## config.mk

```make
export PLATFORM = sky130hd
export DESIGN_NAME = spatial_report_dedup_cooldown_top
export DESIGN_NICKNAME = d
export VERILOG_FILES = /design/src/srdc_pkg.sv /design/src/srdc_ram.sv /design/src/spatial_report_dedup_cooldown_top.sv
export SDC_FILE = /design/constraint.sdc
export NUM_CORES = 2
export LEC_CHECK = 0
export BUFFER_PORTS_ARGS = -buffer_cell sky130_fd_sc_hd__buf_2
export CAP_MARGIN = 20
export CORE_MARGIN = 4
export CORE_UTILIZATION = 45
export DETAILED_ROUTE_END_ITERATION = 8
export GPL_TIMING_DRIVEN = 0
export MAX_ROUTING_LAYER = met4
export RECOVER_POWER = 25
export SLEW_MARGIN = 20
export SYNTH_ARGS = -nofsm -noshare
export SYNTH_HDL_FRONTEND = slang
export SYNTH_SLANG_ARGS = --single-unit
```

## constraint.sdc

```tcl
create_clock -name clk -period 18.1 [get_ports clk]
set_input_delay 3.62 -clock clk [delete_from_list [all_inputs] [get_ports clk]]
set_output_delay 3.62 -clock clk [all_outputs]
set_load 0.03 [all_outputs]
```

## src/srdc_pkg.sv

```systemverilog
package srdc_pkg;

    localparam int POS_W     = 16;
    localparam int TIME_W    = 32;
    localparam int DIST_W    = 34;
    localparam int CFG_DATA_W = 34;
    localparam int CFG_INDEX_W = 1;

    localparam logic [CFG_INDEX_W-1:0] CFG_MERGE_DIST_SQ = 1'd0;
    localparam logic [CFG_INDEX_W-1:0] CFG_COOLDOWN_MS   = 1'd1;

    localparam logic [DIST_W-1:0] MERGE_DIST_SQ_RST = 34'd65536;
    localparam logic [TIME_W-1:0] COOLDOWN_MS_RST   = 32'd30000;

    typedef struct packed {
        logic signed [POS_W-1:0] pos_x;
        logic signed [POS_W-1:0] pos_y;
        logic signed [POS_W-1:0] pos_z;
        logic [TIME_W-1:0]       now_ms;
    } in_word_t;

    typedef struct packed {
        logic signed [POS_W-1:0] out_x;
        logic signed [POS_W-1:0] out_y;
        logic signed [POS_W-1:0] out_z;
        logic                    re_report;
        logic                    not_stored;
    } out_word_t;

endpackage

```

## src/srdc_ram.sv

```systemverilog
module srdc_ram #(
    parameter int WIDTH = 32,
    parameter int DEPTH = 32
) (
    input  logic                                     clk,
    input  logic                                     we,
    input  logic [((DEPTH > 1) ? $clog2(DEPTH) : 1)-1:0] waddr,
    input  logic [WIDTH-1:0]                         wdata,
    input  logic [((DEPTH > 1) ? $clog2(DEPTH) : 1)-1:0] raddr,
    output logic [WIDTH-1:0]                         rdata
);

    logic [WIDTH-1:0] mem [DEPTH];

    always_ff @(posedge clk)
    begin
        if (we)
        begin
            mem[waddr] <= wdata;
        end
        rdata <= mem[raddr];
    end

endmodule

```

## src/spatial_report_dedup_cooldown_top.sv

```systemverilog
// Report de-duplication with cooldown.
// Input channel (in_valid / in_stall / in_word): one detected position and a
// millisecond timestamp per word. Output channel (out_valid / out_stall /
// out_word): zero or one report per input word, in input order.
// Configuration (cfg_we / cfg_index / cfg_data): merge radius squared and
// cooldown; write only while the block is idle.
// Each input word scans the stored locations one entry a cycle through the
// position and time RAMs, with a two-stage distance pipeline behind the read.
// A word with no match is compared against all n stored locations, n being
// at most TABLE_DEPTH; with an empty table the scan is skipped. It then passes
// the decide and emit states into the output register, and the next word is
// taken once the block is back in idle. The scan stops at the first match; a
// matched word inside the cooldown is suppressed in the decide state and frees
// the input without a report. in_stall stays high during that work.
// The output register holds one finished report; the next input word is taken
// while that report waits on out_stall, and its own report waits until the
// register frees up.
// Reset empties the table (no clearing pass) and restores the default merge
// radius squared (65536) and cooldown (30000 ms).
module spatial_report_dedup_cooldown_top #(
    parameter int TABLE_DEPTH = 32
) (
    input  logic                                 clk,
    input  logic                                 rst_n,
    input  logic                                 in_valid,
    output logic                                 in_stall,
    input  srdc_pkg::in_word_t                   in_word,
    output logic                                 out_valid,
    input  logic                                 out_stall,
    output srdc_pkg::out_word_t                  out_word,
    input  logic                                 cfg_we,
    input  logic [srdc_pkg::CFG_INDEX_W-1:0]     cfg_index,
    input  logic [srdc_pkg::CFG_DATA_W-1:0]      cfg_data
);

    localparam int AW = (TABLE_DEPTH > 1) ? $clog2(TABLE_DEPTH) : 1;
    localparam int CW = $clog2(TABLE_DEPTH + 1);
    localparam logic [CW-1:0] DEPTH_C = CW'(TABLE_DEPTH);
    localparam int PW = srdc_pkg::POS_W;
    localparam int TW = srdc_pkg::TIME_W;
    localparam int DW = srdc_pkg::DIST_W;

    localparam logic [1:0] ST_IDLE   = 2'd0;
    localparam logic [1:0] ST_SCAN   = 2'd1;
    localparam logic [1:0] ST_DECIDE = 2'd2;
    localparam logic [1:0] ST_EMIT   = 2'd3;

    logic [1:0]          state_reg, state_next;
    logic [CW-1:0]       count_reg, count_next;
    logic [CW-1:0]       n_reg, n_next;
    logic [CW-1:0]       issue_reg, issue_next;
    logic                rd_valid_reg, rd_valid_next;
    logic [AW-1:0]       rd_idx_reg, rd_idx_next;
    logic                sq_valid_reg, sq_valid_next;
    logic [AW-1:0]       sq_idx_reg, sq_idx_next;
    logic [TW-1:0]       sq_time_reg, sq_time_next;
    logic [DW-1:0]       sqx_reg, sqx_next;
    logic [DW-1:0]       sqy_reg, sqy_next;
    logic                hit_reg, hit_next;
    logic [AW-1:0]       hit_idx_reg, hit_idx_next;
    logic [TW-1:0]       hit_time_reg, hit_time_next;
    logic [DW-1:0]       merge_reg, merge_next;
    logic [TW-1:0]       cool_reg, cool_next;
    logic                out_valid_reg, out_valid_next;
    srdc_pkg::in_word_t  item_reg, item_next;
    srdc_pkg::out_word_t res_reg, res_next;
    srdc_pkg::out_word_t out_word_reg, out_word_next;

    logic                pos_we, time_we;
    logic [AW-1:0]       pos_waddr, time_waddr;
    logic [2*PW-1:0]     pos_wdata, pos_rdata;
    logic [TW-1:0]       time_wdata, time_rdata;
    logic [AW-1:0]       raddr;

    logic signed [PW:0]  dx, dy;
    logic [DW-1:0]       dist_sq;
    logic [TW-1:0]       elapsed;
    logic                accept;
    logic                last_idx;

    srdc_ram #(.WIDTH(2 * PW), .DEPTH(TABLE_DEPTH)) u_pos_ram (
        .clk   (clk),
        .we    (pos_we),
        .waddr (pos_waddr),
        .wdata (pos_wdata),
        .raddr (raddr),
        .rdata (pos_rdata)
    );

    srdc_ram #(.WIDTH(TW), .DEPTH(TABLE_DEPTH)) u_time_ram (
        .clk   (clk),
        .we    (time_we),
        .waddr (time_waddr),
        .wdata (time_wdata),
        .raddr (raddr),
        .rdata (time_rdata)
    );

    assign in_stall  = (state_reg != ST_IDLE);
    assign accept    = in_valid && !in_stall;
    assign out_valid = out_valid_reg;
    assign out_word  = out_word_reg;
    assign raddr     = issue_reg[AW-1:0];

    assign dx       = {pos_rdata[2*PW-1], pos_rdata[2*PW-1:PW]} -
                      {item_reg.pos_x[PW-1], item_reg.pos_x};
    assign dy       = {pos_rdata[PW-1], pos_rdata[PW-1:0]} -
                      {item_reg.pos_y[PW-1], item_reg.pos_y};
    assign dist_sq  = sqx_reg + sqy_reg;
    assign elapsed  = item_reg.now_ms - hit_time_reg;
    assign last_idx = ((CW'(sq_idx_reg) + CW'(1)) == n_reg);

    always_comb
    begin
        state_next     = state_reg;
        count_next     = count_reg;
        n_next         = n_reg;
        issue_next     = issue_reg;
        rd_valid_next  = 1'b0;
        rd_idx_next    = issue_reg[AW-1:0];
        sq_valid_next  = 1'b0;
        sq_idx_next    = rd_idx_reg;
        sq_time_next   = time_rdata;
        sqx_next       = dx * dx;
        sqy_next       = dy * dy;
        hit_next       = hit_reg;
        hit_idx_next   = hit_idx_reg;
        hit_time_next  = hit_time_reg;
        merge_next     = merge_reg;
        cool_next      = cool_reg;
        item_next      = item_reg;
        res_next       = res_reg;
        out_valid_next = out_valid_reg && out_stall;
        out_word_next  = out_word_reg;
        pos_we         = 1'b0;
        time_we        = 1'b0;
        pos_waddr      = n_reg[AW-1:0];
        time_waddr     = n_reg[AW-1:0];
        pos_wdata      = {item_reg.pos_x, item_reg.pos_y};
        time_wdata     = item_reg.now_ms;

        if (cfg_we)
        begin
            unique case (cfg_index)
                srdc_pkg::CFG_MERGE_DIST_SQ: merge_next = cfg_data[DW-1:0];
                srdc_pkg::CFG_COOLDOWN_MS:   cool_next  = cfg_data[TW-1:0];
            endcase
        end

        unique case (state_reg)
            ST_IDLE:
            begin
                if (accept)
                begin
                    item_next  = in_word;
                    n_next     = count_reg;
                    issue_next = '0;
                    hit_next   = 1'b0;
                    state_next = (count_reg == '0) ? ST_DECIDE : ST_SCAN;
                end
            end
            ST_SCAN:
            begin
                // advance the read pointer and the distance pipeline
                if (issue_reg < n_reg)
                begin
                    rd_valid_next = 1'b1;
                    issue_next    = issue_reg + CW'(1);
                end
                sq_valid_next = rd_valid_reg;
                if (sq_valid_reg)
                begin
                    if (dist_sq < merge_reg)
                    begin
                        hit_next      = 1'b1;
                        hit_idx_next  = sq_idx_reg;
                        hit_time_next = sq_time_reg;
                    end
                    if (dist_sq < merge_reg || last_idx)
                    begin
                        // drop reads still in flight
                        rd_valid_next = 1'b0;
                        sq_valid_next = 1'b0;
                        state_next    = ST_DECIDE;
                    end
                end
            end
            ST_DECIDE:
            begin
                res_next.out_x      = item_reg.pos_x;
                res_next.out_y      = item_reg.pos_y;
                res_next.out_z      = item_reg.pos_z;
                res_next.re_report  = hit_reg;
                res_next.not_stored = 1'b0;
                state_next          = ST_EMIT;
                if (hit_reg)
                begin
                    if (elapsed < cool_reg)
                    begin
                        state_next = ST_IDLE;
                    end
                    else
                    begin
                        time_we    = 1'b1;
                        time_waddr = hit_idx_reg;
                    end
                end
                else if (n_reg < DEPTH_C)
                begin
                    pos_we     = 1'b1;
                    time_we    = 1'b1;
                    count_next = n_reg + CW'(1);
                end
                else
                begin
                    res_next.not_stored = 1'b1;
                end
            end
            ST_EMIT:
            begin
                if (!out_valid_reg || !out_stall)
                begin
                    out_valid_next = 1'b1;
                    out_word_next  = res_reg;
                    state_next     = ST_IDLE;
                end
            end
            default:
            begin
                state_next = ST_IDLE;
            end
        endcase
    end

    always_ff @(posedge clk or negedge rst_n)
    begin
        if (!rst_n)
        begin
            state_reg     <= ST_IDLE;
            count_reg     <= '0;
            rd_valid_reg  <= 1'b0;
            sq_valid_reg  <= 1'b0;
            out_valid_reg <= 1'b0;
            merge_reg     <= srdc_pkg::MERGE_DIST_SQ_RST;
            cool_reg      <= srdc_pkg::COOLDOWN_MS_RST;
        end
        else
        begin
            state_reg     <= state_next;
            count_reg     <= count_next;
            rd_valid_reg  <= rd_valid_next;
            sq_valid_reg  <= sq_valid_next;
            out_valid_reg <= out_valid_next;
            merge_reg     <= merge_next;
            cool_reg      <= cool_next;
        end
    end

    always_ff @(posedge clk)
    begin
        n_reg        <= n_next;
        issue_reg    <= issue_next;
        rd_idx_reg   <= rd_idx_next;
        sq_idx_reg   <= sq_idx_next;
        sq_time_reg  <= sq_time_next;
        sqx_reg      <= sqx_next;
        sqy_reg      <= sqy_next;
        hit_reg      <= hit_next;
        hit_idx_reg  <= hit_idx_next;
        hit_time_reg <= hit_time_next;
        item_reg     <= item_next;
        res_reg      <= res_next;
        out_word_reg <= out_word_next;
    end

`ifndef SYNTHESIS
    a_count_bound: assert property (@(posedge clk) disable iff (!rst_n)
        count_reg <= DEPTH_C)
        else $error("entry count above table depth");

    a_count_step: assert property (@(posedge clk) disable iff (!rst_n)
        (count_reg == $past(count_reg)) || (count_reg == $past(count_reg) + CW'(1)))
        else $error("entry count moved by more than one");

    a_issue_bound: assert property (@(posedge clk) disable iff (!rst_n)
        (state_reg == ST_SCAN) |-> (issue_reg <= n_reg))
        else $error("scan read pointer past stored entries");

    a_hit_in_range: assert property (@(posedge clk) disable iff (!rst_n)
        ((state_reg == ST_DECIDE) && hit_reg) |-> (CW'(hit_idx_reg) < n_reg))
        else $error("match index outside stored entries");

    a_pipe_idle: assert property (@(posedge clk) disable iff (!rst_n)
        (state_reg != ST_SCAN) |=> !sq_valid_reg)
        else $error("distance pipeline active outside scan");
`endif

endmodule
```

==> metrics.txt <==
buffers plus inverters on the worst setup path 8; Hold Startpoint u_time_ram.rdata[25]$_DFF_P_; Post-CTS Resized 0; clk sinks ~2,500; first-pass GRT wire length roughly 430 mm; Post-CTS Setup Bufs 0; registers with the most flip-flops u_pos_ram.mem: 1024 flops, u_time_ram.mem: 1024 flops; DR pass1 iterations 6; Final Hold Viols 0; multi-input logic area approximately 40,000 sq um; Post-synth EDFFs around 2,300; fill count a little over 20,000; Req. time, crit path between 15 and 20 ns; Cell Area, Placed ~130,000 sq um; gp weighted congestion about 0.89; worst-skew pair later-pin latency between 0.9 and 1 ns; Max clock buf depth 4; H-tree levels 5; sequential area share after synthesis 0.6305; Synth top area share 0.5845; Die Width about 520 um; critical path launch point item_reg[49]$_DFFE_PP_; Rel. slew slack 0.2154; largest cells by area after synthesis edfxtp_1 58%, mux4_2 12%, fa_1 9.3%, ha_1 3.6%, dfxtp_1 2.9%; Initial Utilization 0.4538; worst slew pin tran ~1.2 ns; min Tclk post-route 10.96 ns; most frequent cells in the layout 2,278 x edfxtp_1, 797 x inv_1, 640 x mux4_2, 542 x fa_1, 339 x ha_1; Area Overhead vs Synth 15.65%; largest net degree at the start of global routing 52; Antenna Nets Post-Route 0; post-DP HPWL 216.0 mm; Crit Path Max Fanout 19; family with the most delay on the worst path adder cells; drt total wl a little under 300 mm; Ports around 170; Crit-path slowest cell clkbuf_1; initial DRC count around 6,000; Synthesized Nets around 7,700; DR vias 60,910; Cells after Synth approximately 6,700; Row Count approximately 190; achievable clock frequency around 90 MHz; Setup TNS Final 0 ns; worst path arrival time about 12 ns; hold buffer count at cts 0; die area roughly 270,000 sq um; layout cells sized above 1 0.2259; CP Class reg -> reg; Place WS 7.828 ns; root buf cell clkbuf_16; Cell Area, Synth around 120,000 sq um; DRC viols 0; Via density roughly 5.6; Ys Warns 0; max-slew violations 0; initial antenna violation count 19; Fin Hold WS around 0.31 ns; most frequent CP cell fa_1; period utilization 0.6054; Final Skew 0.09343 ns; number of global-route vias before repair around 64,000; die height a little over 500 um; post-synth cell types approximately 100; Finished Cell Area 135,300 sq um; # Max-Cap Violations 0; most common cell after layout, fill and taps aside edfxtp_1; Critical R2R Launch item_reg[49]$_DFFE_PP_; Core ar. 257,900 sq um; clk slew on worst S/H paths around 0.060 ns; cts bufs inserted between 200 and 300; routed len/inst 27.06 um; Crit. End Element register; Syn Area/Cell 17.51 sq um; unrepaired setup endpoints after global routing no; outcome complete, no violations; startpoint types register; PortBufs ~170; final net count just over 8,000; Total GRT Usage 0.2269; FFs w/ async S/R, synth 0.03047; Main synth FF type edfxtp_1; worst min-delay path category reg -> reg; GRT overflow 0; Final setup viols 0; worst stage delay on the critical path ~0.9 ns; Yosys reg bits around 2,500; Setup WS post-layout a little over 7 ns; CTS tree done; biggest area consumer among synthesized cells edfxtp_1; Reg area between 70,000 and 80,000 sq um
per-layer routing:
metal | wire (um) | share of wire | global-route usage
met2 | 140900 | 0.48 | 0.3505
met4 | 6848 | 0.023 | 0.05750
met3 | 20860 | 0.071 | 0.03970
met5 | 0 | 0 | -
met1 | 126800 | 0.43 | 0.3160
per-stage QoR:
step | utilization | std cells
after floorplan | - | 6682
after global placement | 0.4736 | 10240
after detailed placement | 0.4885 | 10370
after CTS | 0.5241 | 10870
after global routing | 0.5248 | 10910
final | 0.5249 | 10920
kinds of logic after synthesis:
| group | share of synthesized area |
|---|---|
| xor gates and xnor gates | 0.01226 |
| adders and majority gates | 0.1290 |
| muxes | 0.1333 |
| and+or+nand+nor | 0.03319 |
| DFF | 0.6305 |
| AOI/OAI and AO/OA | 0.02750 |
| buffers and inverters | 0.03432 |
worst paths after layout:
| check | to | slack (ns) | depth (start not counted) |
|---|---|---|---|
| max | sqy_reg[31]$_DFF_P_ | 7.14 | 30 |
| min | sq_time_reg[25]$_DFF_P_ | 0.31 | 0 |
| max reg2reg | sqy_reg[31]$_DFF_P_ | 7.14 | 30 |
| min reg2reg | sq_time_reg[25]$_DFF_P_ | 0.31 | 0 |
| max in group asynchronous | merge_reg[0]$_DFFE_PN0P_ | 14.83 | 2 |
| min in group asynchronous | cool_reg[17]$_DFFE_PN0P_ | 2.60 | 1 |
worst reg2reg max path, delay by kind of cell (launching register included):
kind | cells | cell delay [ns]
adder cells (fa/ha/maj) | 8 | 3.64
XOR/XNOR | 2 | 1.29
AO/OA/AOI/OAI | 10 | 2.35
buffers and inverters | 8 | 2.80
flip-flops | 1 | 0.32
AND/OR/NAND/NOR | 2 | 0.39
Yosys cell counts (all sizes together), types with 13 or more instances:
master and n:
a211oi 16, a21o 64, a21oi 125, and3 18, buf 73, clkbuf 159
dfrtp 69, dfxtp 172, edfxtp 2278, fa 542, ha 339, inv 806
mux2 98, mux4 640, nand2 295, nand2b 27, nand3 55, nand4 13
nor2 298, nor2b 23, nor3 32, nor4 16, o211ai 15, o21a 26
o21ai 96, o22ai 28, o31ai 17, or3 19, xnor2 121, xor2 42
final cells by class:
cell class,instances,area share
buffer,232,0.007461
inverter,811,0.02256
clock buffer,365,0.05761
clock inverter,135,0.01013
antenna,11,0.0002034
sequential,2527,0.5452
tap,3384,0.03128
multi-input combinational,3112,0.2955
timing repair buffer,338,0.03010
Power is not shown: default switching activity piles up to over one toggle a cycle in this logic, so the estimate is an artifact.
